$ cat config.mk
export PLATFORM = sky130hd
export DESIGN_NAME = xml_entity_decoder
export DESIGN_NICKNAME = d
export VERILOG_FILES = /design/src/xed_pkg.sv /design/src/xml_entity_decoder.sv /design/src/xed_front.sv /design/src/xed_queue.sv /design/src/xed_back.sv
export SDC_FILE = /design/constraint.sdc
export NUM_CORES = 1
export LEC_CHECK = 0
export ABC_AREA = 1
export BUFFER_PORTS_ARGS = -buffer_cell sky130_fd_sc_hd__buf_4
export CAP_MARGIN = 20
export CORE_UTILIZATION = 42
export DETAILED_ROUTE_END_ITERATION = 8
export MAX_ROUTING_LAYER = met4
export SLEW_MARGIN = 20
export SYNTH_ARGS = -nofsm -noshare
export SYNTH_HDL_FRONTEND = slang
export SYNTH_SLANG_ARGS = --single-unit
$ cat constraint.sdc
create_clock -name i_clk -period 7.4 [get_ports i_clk]
set_clock_uncertainty 0.05 [all_clocks]
set_input_delay 0.74 -clock i_clk [delete_from_list [all_inputs] [get_ports i_clk]]
set_output_delay 0.74 -clock i_clk [all_outputs]
set_load 0.05 [all_outputs]
$ cat src/xed_pkg.sv
// Package for the XML entity decoder: payload types, job format, character constants.
`default_nettype none
package xed_pkg;

    // Character codes
    localparam logic [7:0] C_AMP  = 8'h26;  // '&'
    localparam logic [7:0] C_SEMI = 8'h3b;  // ';'
    localparam logic [7:0] C_LT   = 8'h3c;  // '<'
    localparam logic [7:0] C_GT   = 8'h3e;  // '>'

    // Longest entity and pending buffer depth
    localparam int CAND_LEN = 5;
    localparam int PEND_LEN = 4;

    // Job queue between front and back
    localparam int Q_DEPTH = 4;
    localparam int Q_AW    = 2;

    // Candidate bytes, byte 0 first
    typedef logic [CAND_LEN-1:0][7:0] t_cand;

    // Entity patterns, unused tail bytes zero
    localparam t_cand P_AMP = {C_SEMI, 8'h70, 8'h6d, 8'h61, C_AMP};
    localparam t_cand P_LT  = {8'h00, C_SEMI, 8'h74, 8'h6c, C_AMP};
    localparam t_cand P_GT  = {8'h00, C_SEMI, 8'h74, 8'h67, C_AMP};

    typedef enum logic [1:0] {
        KIND_NONE,
        KIND_PREFIX,
        KIND_DONE
    } t_kind;

    // Input item
    typedef struct packed {
        logic [7:0] in_byte;
        logic       in_last;
    } t_in;

    // Result item
    typedef struct packed {
        logic [7:0] out_byte;
        logic       run_last;
        logic       string_last;
    } t_out;

    // All results caused by one input item
    typedef struct packed {
        t_cand      job_bytes;
        logic [2:0] job_cnt;    // 1..5
        logic       job_last;
    } t_job;

endpackage
`default_nettype wire

$ cat src/xml_entity_decoder.sv
// Top level of the streaming XML entity decoder.
// Accepts one byte per cycle if the queue is not full; each result is queued, then registered.
// Each byte yields up to five results, one per cycle as taken; a four-job queue holds bursts.
// One byte per cycle is sustained if output never stalls and bytes yield at most one result.
// Synchronous active-low reset empties the queue, drops any open prefix and sets lt/gt decoding.
`default_nettype none
module xml_entity_decoder (
    input  wire logic          i_clk,
    input  wire logic          i_rst_n,
    input  wire logic          i_cfg_we,
    input  wire logic          i_cfg_wdata,
    input  wire logic          i_in_valid,
    output logic               o_in_ready,
    input  wire xed_pkg::t_in  i_in,
    output logic               o_out_valid,
    input  wire logic          i_out_ready,
    output xed_pkg::t_out      o_out
);

    logic          r_decode_lt_gt;
    logic          q_full, q_valid, push, pop;
    xed_pkg::t_job job_in, job_head;

    // Mode register
    always_ff @(posedge i_clk) begin
        if (!i_rst_n) begin
            r_decode_lt_gt <= 1'b1;
        end else if (i_cfg_we) begin
            r_decode_lt_gt <= i_cfg_wdata;
        end
    end

    xed_front u_front (
        .i_clk          (i_clk),
        .i_rst_n        (i_rst_n),
        .i_decode_lt_gt (r_decode_lt_gt),
        .i_in_valid     (i_in_valid),
        .o_in_ready     (o_in_ready),
        .i_in           (i_in),
        .i_q_full       (q_full),
        .o_push         (push),
        .o_job          (job_in)
    );

    xed_queue u_queue (
        .i_clk   (i_clk),
        .i_rst_n (i_rst_n),
        .i_push  (push),
        .i_job   (job_in),
        .o_full  (q_full),
        .o_valid (q_valid),
        .o_job   (job_head),
        .i_pop   (pop)
    );

    xed_back u_back (
        .i_clk       (i_clk),
        .i_rst_n     (i_rst_n),
        .i_job_valid (q_valid),
        .i_job       (job_head),
        .o_pop       (pop),
        .o_out_valid (o_out_valid),
        .i_out_ready (i_out_ready),
        .o_out       (o_out)
    );

endmodule
`default_nettype wire

$ cat src/xed_front.sv
// Front end: accepts bytes, tracks the open entity prefix and builds a job for each byte that yields results.
`default_nettype none
module xed_front (
    input  wire logic          i_clk,
    input  wire logic          i_rst_n,
    input  wire logic          i_decode_lt_gt,
    input  wire logic          i_in_valid,
    output logic               o_in_ready,
    input  wire xed_pkg::t_in  i_in,
    input  wire logic          i_q_full,
    output logic               o_push,
    output xed_pkg::t_job      o_job
);

    // Compare the first n candidate bytes against a pattern of length plen.
    // Letters fold to lower case; '&' and ';' compare exactly.
    function automatic xed_pkg::t_kind match_pat(
        input xed_pkg::t_cand c,
        input logic [2:0]     n,
        input xed_pkg::t_cand pat,
        input logic [2:0]     plen
    );
        logic       ok;
        logic [7:0] ch;
        ok = (n != 3'd0) && (n <= plen);
        for (int k = 0; k < xed_pkg::CAND_LEN; k++) begin
            ch = c[k];
            if (k != 0 && 3'(k + 1) < plen) begin
                ch = ch | 8'h20;
            end
            if (3'(k) < n && ch != pat[k]) begin
                ok = 1'b0;
            end
        end
        if (!ok) begin
            match_pat = xed_pkg::KIND_NONE;
        end else if (n == plen) begin
            match_pat = xed_pkg::KIND_DONE;
        end else begin
            match_pat = xed_pkg::KIND_PREFIX;
        end
    endfunction

    logic [xed_pkg::PEND_LEN-1:0][7:0] r_pend, n_pend;
    logic [2:0]                        r_cnt, n_cnt;

    xed_pkg::t_cand cand;
    logic [2:0]     n1;
    xed_pkg::t_kind k_amp, k_lt, k_gt;
    logic           is_done, is_prefix, accept;
    logic [7:0]     dec;
    logic [2:0]     m;

    assign o_in_ready = !i_q_full;
    assign accept     = i_in_valid && o_in_ready;
    assign n1         = r_cnt + 3'd1;

    // Candidate: held bytes followed by the new byte
    always_comb begin
        for (int k = 0; k < xed_pkg::PEND_LEN; k++) begin
            if (3'(k) < r_cnt) begin
                cand[k] = r_pend[k];
            end else if (3'(k) == r_cnt) begin
                cand[k] = i_in.in_byte;
            end else begin
                cand[k] = 8'h00;
            end
        end
        cand[xed_pkg::CAND_LEN-1] = (r_cnt == 3'(xed_pkg::PEND_LEN)) ? i_in.in_byte : 8'h00;
    end

    // Classify against the enabled entities
    always_comb begin
        k_amp = match_pat(cand, n1, xed_pkg::P_AMP, 3'd5);
        k_lt  = i_decode_lt_gt ? match_pat(cand, n1, xed_pkg::P_LT, 3'd4) : xed_pkg::KIND_NONE;
        k_gt  = i_decode_lt_gt ? match_pat(cand, n1, xed_pkg::P_GT, 3'd4) : xed_pkg::KIND_NONE;
        is_done = (k_amp == xed_pkg::KIND_DONE) || (k_lt == xed_pkg::KIND_DONE)
               || (k_gt == xed_pkg::KIND_DONE);
        is_prefix = !is_done && (r_cnt < 3'(xed_pkg::PEND_LEN))
                 && ((k_amp == xed_pkg::KIND_PREFIX) || (k_lt == xed_pkg::KIND_PREFIX)
                  || (k_gt == xed_pkg::KIND_PREFIX));
        if (k_amp == xed_pkg::KIND_DONE) begin
            dec = xed_pkg::C_AMP;
        end else if (k_lt == xed_pkg::KIND_DONE) begin
            dec = xed_pkg::C_LT;
        end else begin
            dec = xed_pkg::C_GT;
        end
    end

    // Result count, job and next prefix state
    always_comb begin
        n_pend = r_pend;
        n_cnt  = r_cnt;
        o_job.job_bytes = cand;
        o_job.job_last  = i_in.in_last;
        if (is_done) begin
            m = 3'd1;
            o_job.job_bytes[0] = dec;
            n_cnt = 3'd0;
        end else if (is_prefix) begin
            m = i_in.in_last ? n1 : 3'd0;
            n_pend[r_cnt[1:0]] = i_in.in_byte;
            n_cnt = i_in.in_last ? 3'd0 : n1;
        end else if (i_in.in_byte == xed_pkg::C_AMP && !i_in.in_last) begin
            // broken prefix; the new '&' opens another one
            m = r_cnt;
            n_pend[0] = xed_pkg::C_AMP;
            n_cnt = 3'd1;
        end else begin
            m = n1;
            n_cnt = 3'd0;
        end
        o_job.job_cnt = m;
        o_push = accept && (m != 3'd0);
    end

    // Held bytes need no reset
    always_ff @(posedge i_clk) begin
        if (accept) begin
            r_pend <= n_pend;
        end
    end

    always_ff @(posedge i_clk) begin
        if (!i_rst_n) begin
            r_cnt <= 3'd0;
        end else if (accept) begin
            r_cnt <= n_cnt;
        end
    end

endmodule
`default_nettype wire

$ cat src/xed_queue.sv
// Short job queue between the front end and the output serializer.
`default_nettype none
module xed_queue (
    input  wire logic           i_clk,
    input  wire logic           i_rst_n,
    input  wire logic           i_push,
    input  wire xed_pkg::t_job  i_job,
    output logic                o_full,
    output logic                o_valid,
    output xed_pkg::t_job       o_job,
    input  wire logic           i_pop
);

    xed_pkg::t_job r_mem [xed_pkg::Q_DEPTH];
    logic [xed_pkg::Q_AW-1:0] r_wp, r_rp;
    logic [xed_pkg::Q_AW:0]   r_fill;

    assign o_full  = (r_fill == (xed_pkg::Q_AW + 1)'(xed_pkg::Q_DEPTH));
    assign o_valid = (r_fill != '0);
    assign o_job   = r_mem[r_rp];

    // Storage
    always_ff @(posedge i_clk) begin
        if (i_push) begin
            r_mem[r_wp] <= i_job;
        end
    end

    // Pointers and fill level
    always_ff @(posedge i_clk) begin
        if (!i_rst_n) begin
            r_wp   <= '0;
            r_rp   <= '0;
            r_fill <= '0;
        end else begin
            if (i_push) begin
                r_wp <= r_wp + 1'b1;
            end
            if (i_pop) begin
                r_rp <= r_rp + 1'b1;
            end
            if (i_push && !i_pop) begin
                r_fill <= r_fill + 1'b1;
            end else if (!i_push && i_pop) begin
                r_fill <= r_fill - 1'b1;
            end
        end
    end

endmodule
`default_nettype wire

$ cat src/xed_back.sv
// Back end: serializes each job into result transfers through an output register.
`default_nettype none
module xed_back (
    input  wire logic           i_clk,
    input  wire logic           i_rst_n,
    input  wire logic           i_job_valid,
    input  wire xed_pkg::t_job  i_job,
    output logic                o_pop,
    output logic                o_out_valid,
    input  wire logic           i_out_ready,
    output xed_pkg::t_out       o_out
);

    logic [2:0]    r_idx;
    logic          r_ov;
    xed_pkg::t_out r_out;
    logic          adv, fin;

    // Load a new result when the output register is free or draining
    assign adv   = i_job_valid && (!r_ov || i_out_ready);
    assign fin   = (r_idx == i_job.job_cnt - 3'd1);
    assign o_pop = adv && fin;

    assign o_out_valid = r_ov;
    assign o_out       = r_out;

    // Result payload
    always_ff @(posedge i_clk) begin
        if (adv) begin
            r_out.out_byte    <= i_job.job_bytes[r_idx];
            r_out.run_last    <= fin;
            r_out.string_last <= fin && i_job.job_last;
        end
    end

    // Byte index within the job and output valid
    always_ff @(posedge i_clk) begin
        if (!i_rst_n) begin
            r_idx <= 3'd0;
            r_ov  <= 1'b0;
        end else begin
            if (adv) begin
                r_idx <= fin ? 3'd0 : r_idx + 3'd1;
                r_ov  <= 1'b1;
            end else if (i_out_ready) begin
                r_ov  <= 1'b0;
            end
        end
    end

endmodule
`default_nettype wire
# Yosys cells after proc, flatten, opt, wreduce, memory -nomap -nowiden
# Memories as Yosys holds them, arrays and structs flattened. A register that Yosys moved wholly into a read port is not among the register bits.
# Cells that the tools add are included.
dict set report op_classes {
  order_cmp 15
  muxes 57
  n_addsub 7
  n_reduce_logical 44
  eq_ne 24
  bitwise_logic 1
}
# operator count
set op_table {}
lappend op_table {{8-bit two-way mux} 15}
lappend op_table {{7-bit by 6-bit != test with 1-bit output, second input constant} 6}
lappend op_table {{32-bit bitwise mux} 1}
lappend op_table {{3-bit two-way mux} 10}
lappend op_table {{8-bit binary-select mux with 3-bit select} 1}
lappend op_table {{8-bit by 6-bit != test with 1-bit output, second input constant} 3}
lappend op_table {{1-bit logical AND} 23}
lappend op_table {{2-bit two-way mux} 10}
lappend op_table {{1-bit two-way mux} 19}
lappend op_table {{8-bit demux with 2-bit select} 1}
lappend op_table {{3-bit == test, second input constant} 4}
lappend op_table {{1-bit by 3-bit less-than comparator with 1-bit output, first input constant} 4}
lappend op_table {{2-bit by 3-bit less-than comparator with 1-bit output, first input constant} 4}
lappend op_table {{3-bit by 1-bit adder with 3-bit output, second input constant} 3}
lappend op_table {{3-bit nonzero test} 3}
lappend op_table {{8-bit by 6-bit == test with 1-bit output, second input constant} 1}
lappend op_table {{8-bit nonzero test} 1}
lappend op_table {{2-bit by 1-bit == test with 1-bit output, second input constant} 3}
lappend op_table {{2-bit == test, second input constant} 3}
lappend op_table {{2-bit by 3-bit == test with 1-bit output, first input constant} 2}
lappend op_table {{3-bit less-or-equal comparator, second input constant} 2}
lappend op_table {{1-bit zero test} 6}
lappend op_table {{3-bit AND reduction} 2}
lappend op_table {{2-bit nonzero test} 3}
lappend op_table {{other kinds (12)} 18}
dict set report totals {
  register_bits 57
  out_inout_bits 12
  input_bits 15
  memories 1
  ram_bits 176
  elab_cells 163
}
# memory words width read_ports rd_clocked_by_memory_dff write_ports line_no
set mem_list {}
lappend mem_list {u_queue.r_mem 4 44 1 1 1 xed_queue.sv:14} ;# xed_pkg::t_job r_mem [xed_pkg::Q_DEPTH];

# Longest topological paths before layout
dict set report depth {
  depth_word 26
  depth_mapped 31
  mapped_depth_nobuf 29
}

# Cells and area by module
# Synthesis repeated with hierarchy kept, for this count alone.
dict set report hier_totals {
  cells_unflattened 1000
  area_unflattened_um2 10710.3
}
# module n_inst cells_per_inst area_each_um2
set modules_own_cells {}
lappend modules_own_cells {xed_queue 1 484 7053.0}
lappend modules_own_cells {xed_front 1 371 2615.0}
lappend modules_own_cells {xed_back 1 140 998.5}
lappend modules_own_cells {xml_entity_decoder 1 5 43.8}

# Worst setup path after synthesis
# OpenSTA, ideal clock, no wires.
dict set report synth_path {
  path_kind {register to register}
  start {register u_front.r_cnt[0]}
  end {memory u_queue.r_mem[0][0] (netlist name) (enable)}
  t_arrival_ns 4.320
  path_stages_with_launch 22
  period_less_slack_ns 4.815
  required_ns 6.905
  n_path_buf 3
  setup_time_ns 0.445
  setup_slack_ns 2.585
  path_cell_list {dfxtp_1 buf_6 inv_2 ha_1 clkbuf_1 nand3_1 o21ai_1 nand2_1 nor2_1 nand2_1 nand2_1 nand3_1 nor2_1 nand2_1 nand2_2 nand2_2 buf_6 nand2_1 nand3_1 nand3_2 nand2_2 nor2_1}
}
dict set report synth_between {
  elab_chain_cells 24
}
# item line_no
set synth_rtl {}
lappend synth_rtl {{start: declaration} xed_front.sv:45} ;# logic [2:0] r_cnt, n_cnt;
lappend synth_rtl {{start signal: assignment} xed_front.sv:129} ;# r_cnt <= n_cnt;
lappend synth_rtl {{parallel branches: the longest is 19 deep, another holds 3-bit by 1-bit adder with 3-bit output} --}
lappend synth_rtl {{3-bit two-way mux (*)} xed_front.sv:97} ;# if (is_done) begin
lappend synth_rtl {{3-bit nonzero test (*)} xed_front.sv:115} ;# o_push = accept && (m != 3'd0);
lappend synth_rtl {{1-bit logical AND (*)} xed_front.sv:115}
lappend synth_rtl {{1-bit two-way mux (*)} xed_queue.sv:24} ;# if (i_push) begin
lappend synth_rtl {{1-bit two-way mux (implied by the code) (*)} xed_queue.sv:25} ;# r_mem[r_wp] <= i_job;
lappend synth_rtl {{end: declaration} xed_queue.sv:14}
# Every way passes the cells marked *.

==> impl_metrics.prom <==
# TYPE chip_impl_metric gauge
chip_impl_metric{name="fraction_of_synthesized_cell_area_in_xor_and_xnor_cells",unit="%"} 0.423
chip_impl_metric{name="synth-edff-count",unit=""} 218
chip_impl_info{name="worstSetupPathType",value="flop to flop"} 1
chip_impl_metric{name="place_congestion",unit=""} 0.930
chip_impl_metric{name="vias_per_cell",unit=""} 5.32
chip_impl_metric{name="syn-num-nets",unit=""} 989
chip_impl_metric{name="gr-usage-met1",unit="%"} 29.3
chip_impl_metric{name="pin_count_of_the_biggest_net_entering_global_routing",unit=""} 79
chip_impl_metric{name="postSynth.asyncResetShare",unit="%"} 0
chip_impl_metric{name="synth-compound-area-share",unit="%"} 11.4
chip_impl_metric{name="cp_max_fo",unit=""} 27
chip_impl_metric{name="post-route-drc-count",unit=""} 0
chip_impl_metric{name="critPathMaxStageDelay",unit="ns"} 0.84
chip_impl_metric{name="worstPathRequired",unit="ns"} 7.55
chip_impl_metric{name="post_synth_and_or_nand_nor_area_fraction",unit="%"} 14.6
chip_impl_metric{name="reg2reg_setup_slack",unit="ns"} 2.61
chip_impl_metric{name="finalNonFillerCells",unit=""} 1326
chip_impl_metric{name="crit_buf_inv",unit=""} 4
chip_impl_metric{name="drt-initial-drc-count",unit=""} 559
chip_impl_info{name="timing.critical_path.cells",value="inv_2 > ha_1 > nand2_1 > inv_1 > o21ai_0 > inv_1 > nor2_1 > nand2_1 > nand2_1 > nand2_1 > nor2_1 > nand2_1 > nand2_2 > nand2_2 > nand2_1 > nand3_1 > nand3_2 > nand2_2 > nor2_4 > buf_4"} 1
chip_impl_metric{name="tritoncts.num_buffers",unit=""} 26
chip_impl_metric{name="cts_post_setup_buffers_inserted",unit=""} 0
chip_impl_metric{name="clock.fmax",unit="MHz"} 209
chip_impl_metric{name="fp.coreArea",unit="um2"} 24200
chip_impl_metric{name="ant_nets",unit=""} 0
chip_impl_metric{name="grt_pass1_vias",unit=""} 6704
chip_impl_metric{name="setup_viol",unit=""} 0
chip_impl_metric{name="final_max_slew_viol_count",unit=""} 0
chip_impl_info{name="clock-root-buffer",value="clkbuf_16"} 1
chip_impl_info{name="top_usage_layer",value="met2"} 1
chip_impl_metric{name="final_min_period_over_clock_period",unit="%"} 64.8
chip_impl_metric{name="cts_sinks",unit=""} 235
chip_impl_metric{name="hold_violation_count_in_the_final_report",unit=""} 0
chip_impl_metric{name="yosysSeqAreaShare",unit="%"} 66.5
chip_impl_metric{name="synth_adder_area_share",unit="%"} 1.77
chip_impl_metric{name="period_needed",unit="ns"} 4.79
chip_impl_metric{name="setup_tns",unit="ns"} 0
chip_impl_info{name="rr_endpoint",value="u_queue.r_mem[1][25]"} 1
chip_impl_metric{name="totalWireLength",unit="um"} 24600
chip_impl_info{name="min_from",value="i_cfg_we"} 1
chip_impl_info{name="combinational_family_with_the_most_area_after_synthesis",value="simple AND/OR/NAND/NOR gates"} 1
chip_impl_metric{name="worst_hold_stages",unit=""} 2
chip_impl_info{name="synth_top_cell_by_area",value="edfxtp_1"} 1
chip_impl_metric{name="power-per-cell-area",unit="nW/um2"} 333
chip_impl_metric{name="synthDistinctLibCells",unit=""} 37
chip_impl_metric{name="grt.met2_usage",unit="%"} 30.5
chip_impl_metric{name="synth_top_area_share",unit="%"} 63.3
chip_impl_info{name="master_of_the_slowest_instance_on_the_critical_path",value="dfxtp_1"} 1
chip_impl_metric{name="row_count",unit=""} 57
chip_impl_metric{name="post_cts_resized",unit=""} 0
chip_impl_metric{name="dpl.cell_count",unit=""} 1278
chip_impl_metric{name="synthesis.area_per_instance",unit="um2"} 10.8
chip_impl_info{name="timing.hold.worst.class",value="input pin to flop"} 1
chip_impl_metric{name="tightest_slew",unit="ns"} 0.938
chip_impl_metric{name="yosys_register_bits",unit=""} 235
chip_impl_metric{name="dp_hpwl",unit="um"} 15100
chip_impl_metric{name="layout-drive-gt1-share",unit="%"} 10.8
chip_impl_info{name="worst_path_most_repeated_cell",value="nand2_1"} 1
chip_impl_metric{name="synthCells",unit=""} 960
chip_impl_metric{name="n_fill_cell",unit=""} 2242
chip_impl_metric{name="global_route_total_usage_across_every_layer",unit="%"} 20.2
chip_impl_info{name="hold_end",value="r_decode_lt_gt"} 1
chip_impl_metric{name="htree_num_levels",unit=""} 1
chip_impl_metric{name="chipHeight",unit="um"} 159
chip_impl_metric{name="nets",unit=""} 1011
chip_impl_metric{name="syn_area",unit="um2"} 10300
chip_impl_metric{name="drt-pass1-iter-count",unit=""} 5
chip_impl_metric{name="grt_antenna_before_repair",unit=""} 0
chip_impl_metric{name="globalRoute.totalOverflow",unit=""} 0
chip_impl_metric{name="design.portCount",unit=""} 27
chip_impl_metric{name="dieWidth",unit="um"} 159
chip_impl_info{name="synthFlopType",value="edfxtp_1"} 1
chip_impl_metric{name="cts-root-to-sink-buffers",unit=""} 3
chip_impl_metric{name="worstPathArrival",unit="ns"} 4.94
chip_impl_info{name="critical_path.reg2reg.startpoint",value="u_front.r_cnt[0]"} 1
chip_impl_metric{name="grt_first_pass_wirelength",unit="um"} 38300
chip_impl_info{name="grt_setup_unrepaired",value="false"} 1
chip_impl_metric{name="clock_insertion_delay_worst_skew",unit="ns"} 0.53
chip_impl_metric{name="drv.max_cap_violation_count",unit=""} 0
chip_impl_info{name="outcome",value="completed"} 1
chip_impl_metric{name="ir_drop",unit="mV"} 0.204
chip_impl_metric{name="grtUsageMet3",unit="%"} 2.24
chip_impl_metric{name="detail_route.wl_per_cell",unit="um"} 18.5
chip_impl_metric{name="die_area",unit="um2"} 25300
chip_impl_metric{name="insertedDiodeCount",unit=""} 0
chip_impl_info{name="layout_commonest_cell",value="edfxtp_1"} 1
chip_impl_metric{name="clk_pin_slew_worst_paths",unit="ns"} 0.06
chip_impl_metric{name="synthesis.yosys.warnings",unit=""} 0
chip_impl_info{name="cts_tree",value="yes"} 1
chip_impl_metric{name="vias",unit=""} 7059
chip_impl_metric{name="port-buffer-count",unit=""} 26
chip_impl_info{name="commonest_non_fill_non_tap_cells_in_the_layout",value="218 x edfxtp_1, 166 x nand2_1, 133 x nor2_1, 102 x o21ai_0, 86 x inv_1"} 1
chip_impl_metric{name="slew-limit-headroom",unit="%"} 37.3
chip_impl_metric{name="ctsHoldBuffers",unit=""} 0
chip_impl_metric{name="area_growth_syn_to_layout",unit="%"} 13.1
chip_impl_metric{name="leakage",unit="uW"} 0.00441
chip_impl_info{name="synthTopCellsByArea",value="edfxtp_1 63%, nand2_1 6.0%, nor2_1 5.0%, o21ai_0 4.9%, dfxtp_1 3.3%"} 1
chip_impl_metric{name="ff2ff_path_depth",unit=""} 20
chip_impl_info{name="worst_path_dominant_cell_family",value="simple AND/OR/NAND/NOR gates"} 1
chip_impl_info{name="timing.critical_path.to_type",value="flop"} 1
chip_impl_info{name="worstSetupStartpointType",value="flop"} 1
chip_impl_metric{name="post_synth_mux_area_share",unit="%"} 0
chip_impl_metric{name="initial_core_util",unit="%"} 42.7
-- through the flow --
step | hold slack (ns) | utilization (%) | instance area, um2 | setup WS [ns] | total power [uW]
after detailed placement | 0.427 | 44.8 | 10900 | 2.61 | 2710
after global placement | 0.419 | 44.8 | 10900 | 2.68 | 2700
after global routing | 0.347 | 48.3 | 11700 | 2.18 | 4100
after floorplan | 0.407 | - | 10300 | 2.59 | 2400
final | 0.363 | 48.3 | 11700 | 2.61 | 3900
after CTS | 0.342 | 48.3 | 11700 | 2.60 | 3930
-- where the power goes --
group | internal, uW | switching [uW] | total, uW
clock | 729 | 500 | 1230
sequential | 1640 | 57.6 | 1690
combinational | 276 | 706 | 983
total | 2640 | 1260 | 3900
-- metal layers --
metal	vias to the layer above	part of all wire, %	wire length (um)
met5	-	0	0
met4	0	1.8	446
met3	32	5.0	1240
met2	176	45	11100
met1	3454	48	11800
li1	3397	-	-
-- sequential cells by signal (all words and copies together) (netlist names), named ones only --
signal / count
r_decode_lt_gt: 1
u_back.o_out: 10
u_back.o_out_valid: 1
u_back.r_idx: 3
u_front.r_cnt: 3
u_front.r_pend: 32
u_queue.r_fill: 3
u_queue.r_mem: 176
u_queue.r_rp: 2
u_queue.r_wp: 2
-- Yosys cell counts (2+ instances only) --
cell,instances
edfxtp_1,218
nand2_1,166
nor2_1,137
o21ai_0,102
inv_1,88
nand3_1,41
clkbuf_1,35
o22ai_1,28
a21oi_1,23
o221ai_1,21
dfxtp_1,17
o211ai_1,15
ha_1,13
nand2_2,9
nand4_1,6
nor2_2,5
buf_6,4
inv_2,4
o21ai_1,4
xor2_1,3
buf_2,2
clkinv_1,2
nor4_1,2
xnor2_1,2
-- cell type report --
class                   instances  area [um2]  share of cell area [%]
repair buffers                 36         270                    2.31
inverters                      94         353                    3.01
multi-input cells             589        2950                    25.2
clock buffers                  39         779                    6.66
clock inverters                 9        63.8                   0.545
flip-flops and latches        235        6890                    58.8
well taps                     324         405                    3.46
-- worst register-to-register path, cell delays in order, from the launching register on --
cell     delay, ns
dfxtp_1       0.84
inv_2         0.29
ha_1          0.36
nand2_1       0.09
inv_1         0.03
o21ai_0       0.23
inv_1         0.13
nor2_1        0.11
nand2_1       0.07
nand2_1       0.06
nand2_1       0.06
nor2_1        0.14
nand2_1       0.08
nand2_2       0.09
nand2_2       0.16
nand2_1       0.10
nand3_1       0.11
nand3_2       0.14
nand2_2       0.16
nor2_4        0.74
buf_4         0.42
-- worst max-delay path by stage --
stage	end	from	slack (ns)	cells past startpoint
global route	u_queue.r_mem[1][25]	u_front.r_cnt[0]	2.18	20
CTS	u_queue.r_mem[1][25]	u_front.r_cnt[0]	2.60	20
finish	u_queue.r_mem[1][25]	u_front.r_cnt[0]	2.61	20
floorplan	u_queue.r_mem[0][0]	u_front.r_cnt[0]	2.59	21
global placement	u_queue.r_mem[1][23]	u_front.r_cnt[0]	2.68	20
detailed placement	u_queue.r_mem[1][20]	u_front.r_cnt[0]	2.61	20
-- cell families (layout without fill, tap and decap cells) --
kind of cell / Yosys count / in the layout
simple gates: 370 / 370
xor+xnor: 5 / 5
buf+inv: 136 / 178
flops: 235 / 235
fa+ha+maj: 14 / 14
compound gates: 200 / 200
(Power assumes the default switching activity.)
